## config.mk

```make
export PLATFORM = sky130hd
export DESIGN_NAME = marker_length_frame_deframer_top
export DESIGN_NICKNAME = d
export VERILOG_FILES = /design/src/hw/rtl/mlfd_pkg.sv /design/src/hw/rtl/mlfd_cfg.sv /design/src/hw/rtl/mlfd_parse.sv /design/src/hw/rtl/mlfd_obuf.sv /design/src/hw/rtl/marker_length_frame_deframer_top.sv
export SDC_FILE = /design/constraint.sdc
export NUM_CORES = 1
export LEC_CHECK = 0
export ABC_CLOCK_PERIOD_IN_PS = 4800
export BUFFER_PORTS_ARGS = -buffer_cell sky130_fd_sc_hd__clkbuf_2
export CAP_MARGIN = 20
export CORE_ASPECT_RATIO = 1.1
export CORE_MARGIN = 2
export CORE_UTILIZATION = 40
export DETAILED_ROUTE_END_ITERATION = 10
export HOLD_SLACK_MARGIN = 0.15
export SYNTH_ARGS = -nofsm -noshare
export SYNTH_HDL_FRONTEND = slang
export SYNTH_HIERARCHICAL = 1
export SYNTH_SLANG_ARGS = --single-unit
```

## constraint.sdc

```tcl
create_clock -name clk -period 4.8 [get_ports clk]
set_clock_uncertainty 0.1 [all_clocks]
set_input_delay 0.96 -clock clk [delete_from_list [all_inputs] [get_ports clk]]
set_output_delay 0.96 -clock clk [all_outputs]
set_load 0.01 [all_outputs]
```

## src/hw/rtl/mlfd_pkg.sv

```systemverilog
// Package for the marker/length frame deframer.
// Holds the shared widths, phase and result-kind codes, and the config and result structs.
// No dependencies.
package mlfd_pkg;

	localparam int unsigned ByteW = 8;
	localparam int unsigned LenW  = 15;
	localparam int unsigned KindW = 2;
	localparam int unsigned CfgIdxW  = 3;
	localparam int unsigned CfgDataW = 15;

	typedef enum logic [2:0] {
		PH_HUNT1    = 3'd0,
		PH_HUNT2    = 3'd1,
		PH_LEN_LO   = 3'd2,
		PH_LEN_HI   = 3'd3,
		PH_PAYLOAD  = 3'd4,
		PH_END1     = 3'd5,
		PH_END2_OK  = 3'd6,
		PH_END2_BAD = 3'd7
	} phase_t;

	typedef enum logic [KindW-1:0] {
		KIND_DATA    = 2'd0,
		KIND_GOOD    = 2'd1,
		KIND_BAD_END = 2'd2,
		KIND_BAD_LEN = 2'd3
	} kind_t;

	typedef enum logic [CfgIdxW-1:0] {
		REG_START_FIRST  = 3'd0,
		REG_START_SECOND = 3'd1,
		REG_END_FIRST    = 3'd2,
		REG_END_SECOND   = 3'd3,
		REG_MAX_PAYLOAD  = 3'd4
	} reg_idx_t;

	typedef struct packed {
		logic [ByteW-1:0] start_first;
		logic [ByteW-1:0] start_second;
		logic [ByteW-1:0] end_first;
		logic [ByteW-1:0] end_second;
		logic [LenW-1:0]  max_payload;
	} cfg_t;

	typedef struct packed {
		kind_t            kind;
		logic [ByteW-1:0] payload_byte;
		logic [LenW-1:0]  frame_length;
		logic             last;
	} res_t;

endpackage

```

## src/hw/rtl/mlfd_cfg.sv

```systemverilog
// Configuration register file of the deframer: marker bytes and maximum payload length.
// Depends on mlfd_pkg.
module mlfd_cfg (
	input  logic                          clk,
	input  logic                          arst_n,
	input  logic                          cfg_we,
	input  logic [mlfd_pkg::CfgIdxW-1:0]  cfg_index,
	input  logic [mlfd_pkg::CfgDataW-1:0] cfg_data,
	output mlfd_pkg::cfg_t                cfg
);
	import mlfd_pkg::*;

	cfg_t cfg_q;

	always_ff @(posedge clk or negedge arst_n) begin
		if (!arst_n) begin
			cfg_q.start_first  <= 8'hAA;
			cfg_q.start_second <= 8'h55;
			cfg_q.end_first    <= 8'h55;
			cfg_q.end_second   <= 8'hAA;
			cfg_q.max_payload  <= 15'd8192;
		end else if (cfg_we) begin
			case (reg_idx_t'(cfg_index))
				REG_START_FIRST:  cfg_q.start_first  <= cfg_data[ByteW-1:0];
				REG_START_SECOND: cfg_q.start_second <= cfg_data[ByteW-1:0];
				REG_END_FIRST:    cfg_q.end_first    <= cfg_data[ByteW-1:0];
				REG_END_SECOND:   cfg_q.end_second   <= cfg_data[ByteW-1:0];
				REG_MAX_PAYLOAD:  cfg_q.max_payload  <= cfg_data[LenW-1:0];
				default: ;
			endcase
		end
	end

	assign cfg = cfg_q;

endmodule

```

## src/hw/rtl/mlfd_parse.sv

```systemverilog
// Frame parser state machine: consumes one byte per accepted item and forms at most one result.
// Depends on mlfd_pkg.
module mlfd_parse (
	input  logic                        clk,
	input  logic                        arst_n,
	input  logic                        take,
	input  logic [mlfd_pkg::ByteW-1:0]  rx_byte,
	input  mlfd_pkg::cfg_t              cfg,
	output logic                        res_push,
	output mlfd_pkg::res_t              res
);
	import mlfd_pkg::*;

	phase_t              phase_q, phase_d;
	logic [LenW-1:0]     decl_len_q, decl_len_d;
	logic [LenW-1:0]     bytes_left_q, bytes_left_d;
	logic [LenW-1:0]     len_full;
	logic [LenW-1:0]     left_dec;
	logic                len_bad;

	// Full length once the high byte arrives; bit 15 of the declared length is rx_byte[7].
	assign len_full = {rx_byte[ByteW-2:0], decl_len_q[ByteW-1:0]};
	assign len_bad  = rx_byte[ByteW-1] || (len_full > cfg.max_payload);
	assign left_dec = bytes_left_q - LenW'(1);

	always_comb begin
		phase_d      = phase_q;
		decl_len_d   = decl_len_q;
		bytes_left_d = bytes_left_q;
		res_push     = 1'b0;
		res          = '{kind: KIND_DATA, payload_byte: '0, frame_length: '0, last: 1'b0};
		case (phase_q)
			PH_HUNT1: begin
				if (rx_byte == cfg.start_first) phase_d = PH_HUNT2;
			end
			PH_HUNT2: begin
				if (rx_byte == cfg.start_second)     phase_d = PH_LEN_LO;
				else if (rx_byte == cfg.start_first) phase_d = PH_HUNT2;
				else                                 phase_d = PH_HUNT1;
			end
			PH_LEN_LO: begin
				decl_len_d = {{(LenW-ByteW){1'b0}}, rx_byte};
				phase_d    = PH_LEN_HI;
			end
			PH_LEN_HI: begin
				decl_len_d = len_full;
				if (len_bad) begin
					res_push = 1'b1;
					res.kind = KIND_BAD_LEN;
					res.last = 1'b1;
					phase_d  = PH_HUNT1;
				end else begin
					bytes_left_d = len_full;
					phase_d      = (len_full == '0) ? PH_END1 : PH_PAYLOAD;
				end
			end
			PH_PAYLOAD: begin
				res_push         = 1'b1;
				res.payload_byte = rx_byte;
				bytes_left_d     = left_dec;
				if (left_dec == '0) phase_d = PH_END1;
			end
			PH_END1: begin
				phase_d = (rx_byte == cfg.end_first) ? PH_END2_OK : PH_END2_BAD;
			end
			PH_END2_OK, PH_END2_BAD: begin
				res_push         = 1'b1;
				res.kind         = (phase_q == PH_END2_OK && rx_byte == cfg.end_second) ?
				                   KIND_GOOD : KIND_BAD_END;
				res.frame_length = decl_len_q;
				res.last         = 1'b1;
				phase_d          = PH_HUNT1;
			end
			default: phase_d = PH_HUNT1;
		endcase
		if (!take) res_push = 1'b0;
	end

	always_ff @(posedge clk or negedge arst_n) begin
		if (!arst_n) begin
			phase_q      <= PH_HUNT1;
			decl_len_q   <= '0;
			bytes_left_q <= '0;
		end else if (take) begin
			phase_q      <= phase_d;
			decl_len_q   <= decl_len_d;
			bytes_left_q <= bytes_left_d;
		end
	end

	a_payload_count: assert property (@(posedge clk) disable iff (!arst_n)
		phase_q == PH_PAYLOAD |-> bytes_left_q != '0)
		else $error("payload phase entered with no bytes left");

	a_last_on_verdict: assert property (@(posedge clk) disable iff (!arst_n)
		res_push |-> (res.last == (res.kind != KIND_DATA)))
		else $error("last flag disagrees with result kind");

	a_verdict_rehunt: assert property (@(posedge clk) disable iff (!arst_n)
		res_push && res.last |=> phase_q == PH_HUNT1)
		else $error("parser did not resume hunting after a verdict");

endmodule

```

## src/hw/rtl/mlfd_obuf.sv

```systemverilog
// Two-entry output buffer (result register plus skid register) for the deframer results.
// Depends on mlfd_pkg.
module mlfd_obuf (
	input  logic           clk,
	input  logic           arst_n,
	input  logic           push,
	input  mlfd_pkg::res_t push_res,
	output logic           can_take,
	output logic           out_valid,
	input  logic           out_ready,
	output mlfd_pkg::res_t out_res
);
	import mlfd_pkg::*;

	logic main_valid_q, skid_valid_q;
	res_t main_q, skid_q;
	logic pop;

	assign pop       = main_valid_q && out_ready;
	assign can_take  = !skid_valid_q;
	assign out_valid = main_valid_q;
	assign out_res   = main_q;

	always_ff @(posedge clk or negedge arst_n) begin
		if (!arst_n) begin
			main_valid_q <= 1'b0;
			skid_valid_q <= 1'b0;
		end else if (skid_valid_q) begin
			if (pop) skid_valid_q <= 1'b0;
		end else if (push) begin
			if (main_valid_q && !pop) skid_valid_q <= 1'b1;
			else                      main_valid_q <= 1'b1;
		end else if (pop) begin
			main_valid_q <= 1'b0;
		end
	end

	always_ff @(posedge clk) begin
		if (skid_valid_q) begin
			if (pop) main_q <= skid_q;
		end else if (push) begin
			if (main_valid_q && !pop) skid_q <= push_res;
			else                      main_q <= push_res;
		end
	end

	a_skid_behind_main: assert property (@(posedge clk) disable iff (!arst_n)
		skid_valid_q |-> main_valid_q)
		else $error("skid entry held while result register is empty");

	a_no_push_when_full: assert property (@(posedge clk) disable iff (!arst_n)
		skid_valid_q |-> !push)
		else $error("result pushed into a full output buffer");

endmodule

```

## src/hw/rtl/marker_length_frame_deframer_top.sv

```systemverilog
// Marker/length frame deframer, top level.
// Throughput: one received byte per clock cycle, sustained, as long as results are taken.
// Each result is registered in the output buffer before it shows on res_valid.
// The two-entry output buffer (result register plus skid) sets the rate: rx_ready is low only
// while both entries hold results. Reset (arst_n low, asynchronous) restores default markers,
// a maximum payload of 8192, the hunting state, and an empty output buffer.
module marker_length_frame_deframer_top (
	input  logic                          clk,
	input  logic                          arst_n,
	// Received byte stream.
	input  logic                          rx_valid,
	output logic                          rx_ready,
	input  logic [mlfd_pkg::ByteW-1:0]    rx_byte,
	// Result stream.
	output logic                          res_valid,
	input  logic                          res_ready,
	output logic [mlfd_pkg::KindW-1:0]    kind,
	output logic [mlfd_pkg::ByteW-1:0]    payload_byte,
	output logic [mlfd_pkg::LenW-1:0]     frame_length,
	output logic                          last,
	// Configuration writes.
	input  logic                          cfg_we,
	input  logic [mlfd_pkg::CfgIdxW-1:0]  cfg_index,
	input  logic [mlfd_pkg::CfgDataW-1:0] cfg_data
);
	import mlfd_pkg::*;

	cfg_t cfg;
	res_t parse_res;
	res_t out_res;
	logic parse_push;
	logic take;

	// A byte is taken whenever the output buffer has a free slot; every byte
	// produces at most one result, so a free slot always suffices.
	assign take = rx_valid && rx_ready;

	mlfd_cfg u_cfg (
		.clk       (clk),
		.arst_n    (arst_n),
		.cfg_we    (cfg_we),
		.cfg_index (cfg_index),
		.cfg_data  (cfg_data),
		.cfg       (cfg)
	);

	// The parser state machine updates its phase, declared length and byte
	// counter on each taken byte and forms the result in the same cycle.
	mlfd_parse u_parse (
		.clk      (clk),
		.arst_n   (arst_n),
		.take     (take),
		.rx_byte  (rx_byte),
		.cfg      (cfg),
		.res_push (parse_push),
		.res      (parse_res)
	);

	// Results are registered here, so the output side never reaches back
	// combinationally into the input handshake.
	mlfd_obuf u_obuf (
		.clk       (clk),
		.arst_n    (arst_n),
		.push      (parse_push),
		.push_res  (parse_res),
		.can_take  (rx_ready),
		.out_valid (res_valid),
		.out_ready (res_ready),
		.out_res   (out_res)
	);

	assign kind         = out_res.kind;
	assign payload_byte = out_res.payload_byte;
	assign frame_length = out_res.frame_length;
	assign last         = out_res.last;

endmodule

```

## After elaboration in Yosys (flattened, before gate mapping)

Index checks and enable logic that the tools add are counted.

- Word-level logic and storage cells: 104
- Flip-flop bits (word level): 134
- Input bits: 31
- Output and inout bits: 28

- Add/sub/neg operators: 1
- Bitwise operators: 2
- Magnitude comparators: 1
- Equal/unequal tests: 21
- Reduce and logical (&&, ||, !) cells: 29
- Multiplexer cells: 31

Operator list:

| kind | number |
|---|---|
| $mux W26 | 4 |
| $pmux W15 S2 | 2 |
| $eq A8 B8 Y1 | 4 |
| $logic_not A15 Y1 | 2 |
| $mux W15 | 2 |
| $pmux W3 S7 | 1 |
| $reduce_and A3 Y1 | 6 |
| $eq A3 B3 Y1 const B | 5 |
| $gt A15 B15 Y1 | 1 |
| $sub A15 B1 Y15 const B | 1 |
| $eq A3 B2 Y1 const B | 4 |
| $mux W1 | 12 |
| $mux W3 | 4 |
| $reduce_and A2 Y1 | 6 |
| $mux W8 | 1 |
| $reduce_bool A2 Y1 | 4 |
| $eq A3 B1 Y1 const B | 2 |
| $logic_not A3 Y1 | 2 |
| $ne A2 B1 Y1 const B | 3 |
| $ne A2 B2 Y1 const B | 3 |
| $logic_and A1 B1 Y1 | 4 |
| $mux W2 | 2 |
| $pmux W1 S2 | 2 |
| $pmux W2 S2 | 1 |
| 5 further kinds | 7 |

## Depth between registers and ports, before layout

Gate-level depths: netlist of run 1.

- Word-level depth: 7
- Mapped depth: 10

## By module

The synthesis of run 1 kept the hierarchy.

By module, submodules not included:

| module | times used | cells each | area each (um2) | sequential area each (um2) |
|---|---|---|---|---|
| mlfd_parse | 1 | 348 | 2824.0 | 825.8 |
| mlfd_obuf | 1 | 92 | 1996.9 | 1611.5 |
| mlfd_cfg | 1 | 103 | 1819.2 | 1197.4 |
| marker_length_frame_deframer_top | 1 | 1 | 6.3 | 0.0 |

## Worst setup path after synthesis of run 1

No wires, ideal clock.

- Path kind: input to register
- Start: in rx_byte[4] (netlist name)
- End: reg u_obuf.main_q, in the netlist u_obuf/out_res[0] (enable)
- Buffers on the path: 0
- Library setup time: 0.384 ns
- Path slack: 1.373 ns
- Cell stages on the path: 8
- Arrival time: 2.943 ns
- Path through: ha_1 > a211oi_1 > o21ai_0 > mux2i_1 > a31oi_1 > a21oi_1 > nor2_1 > o22a_1

- Word-level cells in the longest chain between the ends: 7

Ends and longest elaborated chain:

| what | RTL line | RTL |
|---|---|---|
| start: declaration | marker_length_frame_deframer_top.sv:13 | `input logic [mlfd_pkg::ByteW-1:0] rx_byte,` |
| $gt A15 B15 Y1 | mlfd_parse.sv:23 | `assign len_bad = rx_byte[ByteW-1] \|\| (len_full > cfg.max_payload);` |
| $logic_or A1 B1 Y1 | mlfd_parse.sv:23 |  |
| $mux W1 | mlfd_parse.sv:47 | `if (len_bad) begin` |
| $pmux W1 S2 | mlfd_parse.sv:32 | `case (phase_q)` |
| $mux W1 | mlfd_parse.sv:76 | `if (!take) res_push = 1'b0;` |
| net parse_push | marker_length_frame_deframer_top.sv:31 | `logic parse_push;` |
| $reduce_bool A2 Y1 (no source line) | -- |  |
| $reduce_and A3 Y1 (no source line) | -- |  |
| end signal: assignment | mlfd_obuf.sv:40 | `if (pop) main_q <= skid_q;` |
| end signal: assignment | mlfd_obuf.sv:43 | `else main_q <= push_res;` |
| end: declaration | mlfd_obuf.sv:16 | `res_t main_q, skid_q;` |

The timed path passes the listed nets, and every way through them passes these cells.
A chain may end at the register's enable or synchronous reset.

## Final worst setup path of run 1

- Start: in rx_byte[4] (netlist name)
- End: reg u_obuf.main_q, in the netlist u_obuf/out_res[2] (enable)

The elaborated chain is that of the path after synthesis.

==> parameters.txt, run 1 <==
Parameter                              Value

Setup path
  Number of cell instances on the worst register-to-register path    9
  Crit path kind    in2reg
  Required time of the worst setup path    4.81 ns
  Setup slack of the most critical reg-to-reg path    1.18 ns
  Sequence of cells on the critical path    clkbuf_2, ha_1, a211oi_1, o21ai_0, mux2i_1, a31oi_1, a21oi_1, nor2_1, o22a_1, buf_4
  Largest fanout of any net on the critical path    14
  Worst r2r src    u_parse/decl_len_q[6]
  Worst-path cell with the longest stage delay    o22a_1
  CP endpoint kind    flop
  Number of buffers and inverters on the critical path    2
  Arrival @ worst endpoint    around 3.8 ns
  Crit-path max cell delay    0.51 ns
  Startpoint class of the critical path    primary input
  Critical path's top delay family    compound AO/OA/AOI/OAI gates
  Destination of the worst register-to-register timing path    u_obuf/out_res[2]

Finish
  Leading cell type in the layout, fill and taps excluded    mux2_2
  Share of post-route cells with drive strength above 1    0.335
  Most frequent cells in the layout    81 x mux2_2, 65 x dfrtp_1, 57 x clkbuf_2
  Antenna diodes    0
  Layout overhead on the synthesized area    17.1%
  Final net count    647

Power
  Worst-case vdd ir drop    between 0.2 and 0.25 mV
  Total power draw    3.30 mW
  Power density over the cells    424 nW/um2
  Reported leakage power    between 3 and 4 nW

Clock network
  Inserted Clock Buffers    17
  CTS Hold Buffers Added    0
  Cell at the root of the clock tree    clkbuf_16
  Number of buffers added for setup after CTS    0
  Clock-pin slew reported for the worst setup and hold paths after clock tree synthesis    0.06 ns
  H-Tree Level Count    4
  Post-CTS sizing    0
  Skew-Pair Late Insertion Delay    around 0.42 ns
  CTS max path bufs    2
  CTS tree    yes
  Clock sinks    134

Yosys
  Proportion of register bits with asynchronous set or reset after synthesis    0.612
  Post-synth EDFFs    52
  Number of library cell types mapped by synthesis    54
  Cell area after synthesis    6650 um2
  Number of synthesized register bits    134
  Synthesized instance count    around 540
  Synthesized Nets    592
  Syn avg cell area    12.2 um2
  Sequential cell area fraction in the yosys report    0.547
  Most used flip-flop cell after synthesis    dfrtp_1
  Number of warnings reported in the yosys synthesis log    6

Timing
  Transition time at the pin with the least slew margin    0.880 ns
  Final setup violation count    0
  Share of the clock period used by the worst path after layout    0.783
  Normalized max-slew margin    0.413
  Final TNS setup    0 ns
  Number of max-slew violations in the final report    0
  Setup repair after global routing missed its margin    false
  Endpoints failing hold    0
  FMAX    266 MHz
  Period minus WS final    3.76 ns

Placement
  Number of buffer cells added on primary ports    58
  Detailed Place HPWL    11.2 mm
  Last weighted congestion value of the routability-driven placer    between 0.8 and 0.9

Floorplanning
  Effective utilization at floorplan    0.408
  I/O pins    59
  Overall die area    17700 um2
  Die span in x    127 um
  Floorplan die height    139 um
  Core area    16300 um2
  Core Rows    49

Drt
  Initial DRT Pass Iterations    5
  Number of nets still failing antenna checks after routing    0
  Via count of the routed design    4521
  Via-to-Cell Ratio    5.54
  First DRT Iteration DRCs    322
  Detailed-route DRC error count    0
  Wire length per cell    19.4 um
  Routed wire length    15.8 mm

Global routing
  Via count of the first global-routing pass    roughly 4600
  GR met1 Demand/Resource    0.239
  Most heavily used metal layer in global routing    met2
  Global-route wire length before repair    25.4 mm
  GR met3 Demand/Resource    0.0436
  All-Layer GR Usage    0.187
  Number of antenna violations at the first check in global routing    0
  Met2 usage in global routing    0.300
  Maximum number of pins on one net before global-route repair    83
  Grt total ovfl    0

Flow run
  Max-capacitance violation count    0

Min path
  Worst min-delay path category    in2async

Outcome
  Result of the run    complete, no violations
logic make-up (layout without fill, tap and decap cells):
logic type                 count (synthesis)  count (layout)  share of synthesized area
buffers and inverters                     51             119                     0.0363
muxes                                     83              83                      0.140
and+or+nand+nor                          150             150                      0.124
adders and majority gates                 17              17                     0.0320
DFF                                      134             134                      0.547
AOI/OAI and AO/OA                         76              76                     0.0766
xor gates and xnor gates                  33              33                     0.0435
per-layer routing:
| layer | vias up | wire, um |
|---|---|---|
| li1 | 2114 | - |
| met1 | 2235 | 6870 |
| met2 | 136 | 7720 |
| met3 | 36 | 688 |
| met4 | 0 | 568 |
| met5 | - | 0 |
stage by stage:
step,util,setup slack (ns),std cells,instance area (um2),hold slack [ns]
finish,0.477,1.04,816,7780,0.272
global route,0.477,0.769,816,7780,0.261
CTS,0.474,1.07,813,7730,0.388
detailed placement,0.435,0.636,781,7090,0.367
global placement,0.435,0.760,781,7090,0.367
floorplan,-,1.37,544,6650,0.343
area by class of cell:
type                       instances  area, um2
clock inverter                     8       63.8
fill                            1444       8520
sequential                       134       3630
multi-input combinational        359       2790
inverter                          20       75.1
clock buffer                      24        578
timing repair buffer              67        392
tap                              204        255
report_power, final:
part / switching, mW / total, mW / leakage [nW] / internal (mW)
Clock: 0.508 / 1.36 / 0.321 / 0.853
Sequential: 0.118 / 1.47 / 1.49 / 1.36
Combinational: 0.239 / 0.467 / 1.48 / 0.228
Total: 0.865 / 3.30 / 3.29 / 2.44
synthesized netlist by cell type (3+ instances only):
cell | count | area share
a21oi_1 | 13 | 0.0098
a31oi_1 | 3 | 0.0028
a32o_1 | 3 | 0.0045
and2_1 | 11 | 0.010
and3_1 | 15 | 0.014
buf_2 | 4 | 0.0030
buf_6 | 4 | 0.0068
clkbuf_1 | 21 | 0.012
dfrtp_1 | 65 | 0.24
dfstp_2 | 17 | 0.067
edfxtp_1 | 52 | 0.23
ha_1 | 17 | 0.032
inv_1 | 19 | 0.011
mux2_2 | 81 | 0.14
nand2_1 | 44 | 0.025
nand3_1 | 9 | 0.0068
nand4_1 | 11 | 0.010
nor2_1 | 13 | 0.0073
nor2b_1 | 4 | 0.0038
nor3_1 | 9 | 0.0068
nor4_1 | 11 | 0.010
nor4bb_1 | 3 | 0.0045
o21ai_0 | 24 | 0.018
o2bb2ai_1 | 8 | 0.011
o31ai_1 | 10 | 0.011
o41ai_1 | 4 | 0.0053
or3_1 | 3 | 0.0028
or4_1 | 4 | 0.0045
xnor2_1 | 9 | 0.012
xor2_1 | 24 | 0.032
state kept, by name, indices dropped and copies added (netlist names):
signal,flops
u_parse/decl_len_q,15
u_cfg/cfg,47
u_parse/phase_q,3
u_obuf/skid_q,26
u_obuf/out_valid,1
u_parse/bytes_left_q,15
u_obuf/skid_valid_q,1
u_obuf/out_res,26
how the worst max path moves through the flow:
stage               startpoint                 to  cells after the start
finish              rx_byte[4]  u_obuf/out_res[2]                     10
global route        rx_byte[4]  u_obuf/out_res[2]                     10
CTS                 rx_byte[4]  u_obuf/out_res[8]                     10
detailed placement  rx_byte[4]  u_obuf/out_res[6]                     10
global placement    rx_byte[4]  u_obuf/out_res[6]                     10
floorplan           rx_byte[4]  u_obuf/out_res[0]                      8
Note: power is estimated with default switching activity, not from simulation.
==> run 2: changes to the inputs <==
ABC_CLOCK_PERIOD_IN_PS = 3530   (was 4800)
clock period = 3.53 ns   (was 4.8 ns; I/O delays follow)
==> run 2 against run 1 <==
  * Combinational power rose by 41%
  * Total power rose by 32%
  * Global-route usage fell by 0.42 points
  * Largest cell class unchanged
  * Clock power rose by 26%
  * Design area rose by 0.19%
  * Clock-buffer cell count fell by 4
  * Flip-flop and latch count did not move
  * Critical path depth did not move
  * First-iteration DRC count fell by 8.7%
==> parameters.txt, run 2 (same netlist as run 1, synthesis figures left out) <==
Parameter                              Value

Timing
  Normalized max-slew margin    0.529
  Transition time at the pin with the least slew margin    0.701 ns
  Endpoints failing hold    0
  Share of the clock period used by the worst path after layout    0.826
  Final setup violation count    0
  Worst slack on hold paths    0.207 ns
  Final TNS setup    0 ns
  Min setup slack post-route    0.616 ns
  Period minus WS final    2.91 ns
  Number of max-slew violations in the final report    0
  Setup repair after global routing missed its margin    false
  FMAX    343 MHz

Drt
  Via-to-Cell Ratio    between 5 and 6
  Routed wire length    between 15 and 20 mm
  Number of nets still failing antenna checks after routing    0
  Detailed-route DRC error count    0
  Via count of the routed design    4561
  First DRT Iteration DRCs    294
  Initial DRT Pass Iterations    5
  Wire length per cell    18.5 um

Clock network
  Clock sinks    around 130
  H-Tree Level Count    4
  Skew-Pair Late Insertion Delay    0.41 ns
  CTS max path bufs    2
  CTS Hold Buffers Added    0
  Post-CTS sizing    0
  Number of buffers added for setup after CTS    0
  Clock-pin slew reported for the worst setup and hold paths after clock tree synthesis    0.06 ns
  CTS tree    yes
  Inserted Clock Buffers    17
  Cell at the root of the clock tree    clkbuf_16

Setup path
  Most frequent cell on the critical path    o21ai_0
  Crit path kind    reg2reg
  Startpoint class of the critical path    flop
  Sequence of cells on the critical path    inv_1, ha_1, o21ai_0, o21ai_0, mux2i_1, a31oi_1, a21oi_1, nor2_1, and4bb_2, buf_12
  CP endpoint kind    flop
  Crit-path max cell delay    0.53 ns
  Required time of the worst setup path    3.54 ns
  Worst-path cell with the longest stage delay    dfstp_2
  Arrival @ worst endpoint    2.92 ns
  Largest fanout of any net on the critical path    26

Finish
  Utilization after layout    0.478
  Fill cell instance count of the final layout    ~1500
  Most frequent cells in the layout    81 x mux2_2, 65 x dfrtp_1, 57 x clkbuf_2
  Multi-input gate area in the final layout    about 2800 um2
  Final net count    between 600 and 700
  Largest register FFs    47
  Antenna diodes    0
  Layout overhead on the synthesized area    17.3%
  Fin area    slightly below 8000 um2
  Leading cell type in the layout, fill and taps excluded    mux2_2
  Share of post-route cells with drive strength above 1    0.345
  Register cell area after layout    ~3600 um2

Placement
  Last weighted congestion value of the routability-driven placer    0.884
  Post-Place Cell Area    7230 um2
  Detailed Place HPWL    roughly 11 mm
  Setup slack at placement    about 0.36 ns
  Number of buffer cells added on primary ports    58

Outcome
  Result of the run    complete, no violations

Min path
  Worst min-delay path category    in2async

Floorplanning
  Core area    16300 um2
  Floorplan die height    139 um
  I/O pins    59
  Effective utilization at floorplan    0.408
  Core Rows    49
  Overall die area    17700 um2
  Die span in x    127 um

Global routing
  Number of antenna violations at the first check in global routing    0
  Global-route wire length before repair    25.2 mm
  Maximum number of pins on one net before global-route repair    46
  All-Layer GR Usage    0.183
  Grt total ovfl    0
  Via count of the first global-routing pass    4655

Power
  Power density over the cells    557 nW/um2
  Worst-case vdd ir drop    0.309 mV
  Reported leakage power    between 3 and 4 nW

Flow run
  Max-capacitance violation count    0
[run 2: cell count changes in the layout (fill, tap and decap cells not counted), moves of 2 or more]
cell / delta
inv_6: -4
clkbuf_16: -5
clkinv_2: +3
bufinv_16: +2
clkbuf_1: +2
buf_4: +13
buf_12: +2
[run 2: power breakdown]
group          switching (mW)  internal (mW)
clock network           0.660           1.06
logic                   0.336          0.323
registers               0.124           1.84
[run 2: layer usage]
layer / track usage / vias to the layer above / routed length (um)
met5: 0 / - / 0
met4: 0.0763 / 0 / 385
met3: 0.0367 / 35 / 581
met2: 0.297 / 121 / 7530
met1: 0.239 / 2263 / 6840
li1: - / 2142 / -
[run 2: final timing paths]
kind | startpoint | to | slack (ns) | cells past startpoint
setup / recovery | u_cfg/cfg[13] | u_obuf/skid_q[7] | 0.62 | 10
hold / removal | arst_n | u_parse/bytes_left_q[8] | 0.21 | 1
setup reg to reg | u_cfg/cfg[13] | u_obuf/skid_q[7] | 0.62 | 10
hold reg to reg | u_parse/decl_len_q[13] | u_parse/decl_len_q[13] | 0.38 | 2
max in group asynchronous | arst_n | u_cfg/cfg[31] | 2.36 | 2
min in group clk | u_parse/decl_len_q[13] | u_parse/decl_len_q[13] | 0.38 | 2
[run 2: cell type report]
type | instances | share of cell area
clock buffer | 20 | 0.0573
clock inverter | 12 | 0.0162
inverter | 20 | 0.00963
multi-input combinational | 359 | 0.357
sequential | 134 | 0.466
tap | 204 | 0.0327
timing repair buffer | 79 | 0.0610
[run 2: worst max-delay path, delay by kind of cell, from the launching register on]
kind	cells	cell delay, ns
adders and majority gates	1	0.28
and+or+nand+nor	2	0.58
buffers and inverters	2	0.24
muxes	1	0.11
DFF	1	0.53
AOI/OAI and AO/OA	4	0.76
[run 2: metrics by stage]
step / power (mW) / std cells
2_1_floorplan: 2.42 / 544
3_3_place_gp: 2.63 / 796
3_5_place_dp: 2.66 / 796
4_1_cts: 4.39 / 828
5_1_grt: 4.54 / 828
6_report: 4.34 / 828
==> run 3: changes to the inputs <==
ABC_CLOCK_PERIOD_IN_PS = 2700   (was 3530)
clock period = 2.7 ns   (was 3.53 ns; I/O delays follow)
==> run 3 against run 2 <==
  * Clock-buffer cell count unchanged
  * Global-route usage increased by 0.50 points
  * Core utilization increased by 2.6 points
  * Sequential power rose by 29%
  * Total power up 36%
  * Non-clock buffer count up 27
  * Worst setup slack lost 0.61 ns
  * Via count is 1.7% higher
  * Flip-flop and latch count did not move
  * Largest power group unchanged
  * Maximum frequency up 8.3%
  * Critical path type unchanged
  * Sequential share of layout area is 2.4 points lower
==> parameters.txt, run 3 (same netlist as run 1, synthesis figures left out) <==
Parameter                              Value

Global routing
  Grt total ovfl    0
  Via count of the first global-routing pass    slightly below 5000
  All-Layer GR Usage    0.188
  Global-route wire length before repair    25.4 mm
  Maximum number of pins on one net before global-route repair    43
  Number of antenna violations at the first check in global routing    0

Setup path
  Timing startpoint of the critical path    u_parse/decl_len_q[7]
  Required time of the worst setup path    2.90 ns
  Number of cell instances on the worst register-to-register path    8
  Arrival @ worst endpoint    2.89 ns
  Largest fanout of any net on the critical path    6
  Crit path kind    reg2reg
  Worst r2r src    u_parse/decl_len_q[7]
  Destination of the worst register-to-register timing path    u_parse/bytes_left_q[7]
  Startpoint class of the critical path    flop
  Setup slack of the most critical reg-to-reg path    between 0.009 and 0.01 ns
  CP endpoint kind    flop
  Critical path destination    u_parse/bytes_left_q[7]

Timing
  Setup repair after global routing missed its margin    true
  Transition time at the pin with the least slew margin    0.586 ns
  Min setup slack post-route    0.00985 ns
  Number of max-slew violations in the final report    0
  Share of the clock period used by the worst path after layout    0.996
  FMAX    372 MHz
  Endpoints failing hold    0
  Normalized max-slew margin    0.606
  Period minus WS final    2.69 ns
  Final setup violation count    0

Clock network
  Skew-Pair Late Insertion Delay    0.42 ns
  Clock-pin slew reported for the worst setup and hold paths after clock tree synthesis    ~0.06 ns
  CTS tree    yes
  Clock sinks    between 100 and 150
  H-Tree Level Count    4
  Cell at the root of the clock tree    clkbuf_16
  CTS max path bufs    2
  Inserted Clock Buffers    17

Drt
  Via count of the routed design    about 4600
  First DRT Iteration DRCs    229
  Number of nets still failing antenna checks after routing    0
  Routed wire length    ~16 mm
  Detailed-route DRC error count    0
  Initial DRT Pass Iterations    5
  Via-to-Cell Ratio    5.43
  Wire length per cell    18.7 um

Placement
  Setup slack at placement    -0.259 ns
  Last weighted congestion value of the routability-driven placer    0.901
  Detailed Place HPWL    11.3 mm
  Number of buffer cells added on primary ports    58
  Placed instance count    about 800

Finish
  Share of post-route cells with drive strength above 1    0.390
  Leading cell type in the layout, fill and taps excluded    mux2_2
  Antenna diodes    0
  Largest register FFs    47
  Utilization after layout    0.504
  Most frequent cells in the layout    81 x mux2_2, 65 x dfrtp_1, 57 x clkbuf_2
  Final net count    686
  Layout overhead on the synthesized area    23.8%
  Final Instance Count excl. Fillers    about 860

Floorplanning
  Core area    16300 um2
  Die span in x    127 um
  Floorplan die height    139 um
  I/O pins    59
  Overall die area    approximately 18000 um2
  Effective utilization at floorplan    0.408
  Core Rows    between 40 and 50

Power
  Worst-case vdd ir drop    approximately 0.41 mV
  Reported leakage power    between 3 and 4 nW
  Power density over the cells    ~720 nW/um2

Min path
  Worst min-delay path category    in2reg

Flow run
  Max-capacitance violation count    0

Outcome
  Result of the run    complete, no violations
run 3: report_power, final:
part           leakage [nW]  internal [mW]  total (mW)  switching, mW
combinational          1.70          0.517        1.03          0.511
clock                 0.293           1.48        2.35          0.871
sequential             1.49           2.41        2.54          0.131
run 3: how the worst min path moves through the flow:
stage / from / cells after the start / endpoint
3_3_place_gp: arst_n / 1 / u_cfg/cfg[12]
4_1_cts: cfg_data[14] / 2 / u_cfg/cfg[14]
3_5_place_dp: arst_n / 1 / u_cfg/cfg[12]
6_report: cfg_data[14] / 2 / u_cfg/cfg[14]
5_1_grt: cfg_data[9] / 2 / u_cfg/cfg[9]
2_1_floorplan: arst_n / 0 / u_cfg/cfg[0]
run 3: routing by layer:
layer,global-route usage,part of all wire,wire length [um]
met1,0.244,0.44,7020
met2,0.308,0.49,7900
met3,0.0401,0.044,707
met4,0.0735,0.021,338
met5,0,0,0
run 3: critical path, stage by stage, from the launching register on:
cell,delay [ns]
dfrtp_1,0.40
ha_1,0.28
nand4_1,0.12
or4_1,0.49
mux2i_1,0.20
a31oi_2,0.10
buf_4,0.19
or3_4,0.42
o221a_2,0.26
run 3: stage by stage:
| stage | total power [mW] | area [um2] | hold WS [ns] | TNS (ns) |
|---|---|---|---|---|
| global placement | 3.48 | 7400 | 0.348 | -9.21 |
| global route | 6.19 | 8230 | 0.250 | -2.59 |
| CTS | 5.88 | 8030 | 0.231 | 0 |
| finish | 5.92 | 8230 | 0.245 | 0 |
| detailed placement | 3.52 | 7400 | 0.352 | -13.35 |
| floorplan | 3.17 | 6660 | 0.144 | -0.940 |
run 3: layout make-up:
cell class | count | area (um2)
repair buffers | 106 | 762
multi-input cells | 359 | 2900
fillers | 1484 | 8080
inverters | 20 | 75.1
well taps | 204 | 255
clock buffers | 20 | 447
clock inverters | 12 | 154
flip-flops and latches | 134 | 3630
run 3: timing repair:
item                       CTS  global route
resized for setup            4            11
setup endpoints to repair   56            70
cloned                       0             4
hold endpoints to repair    17             0
setup buffers                0             3
pin swaps                    0             7
hold buffers                 1             0
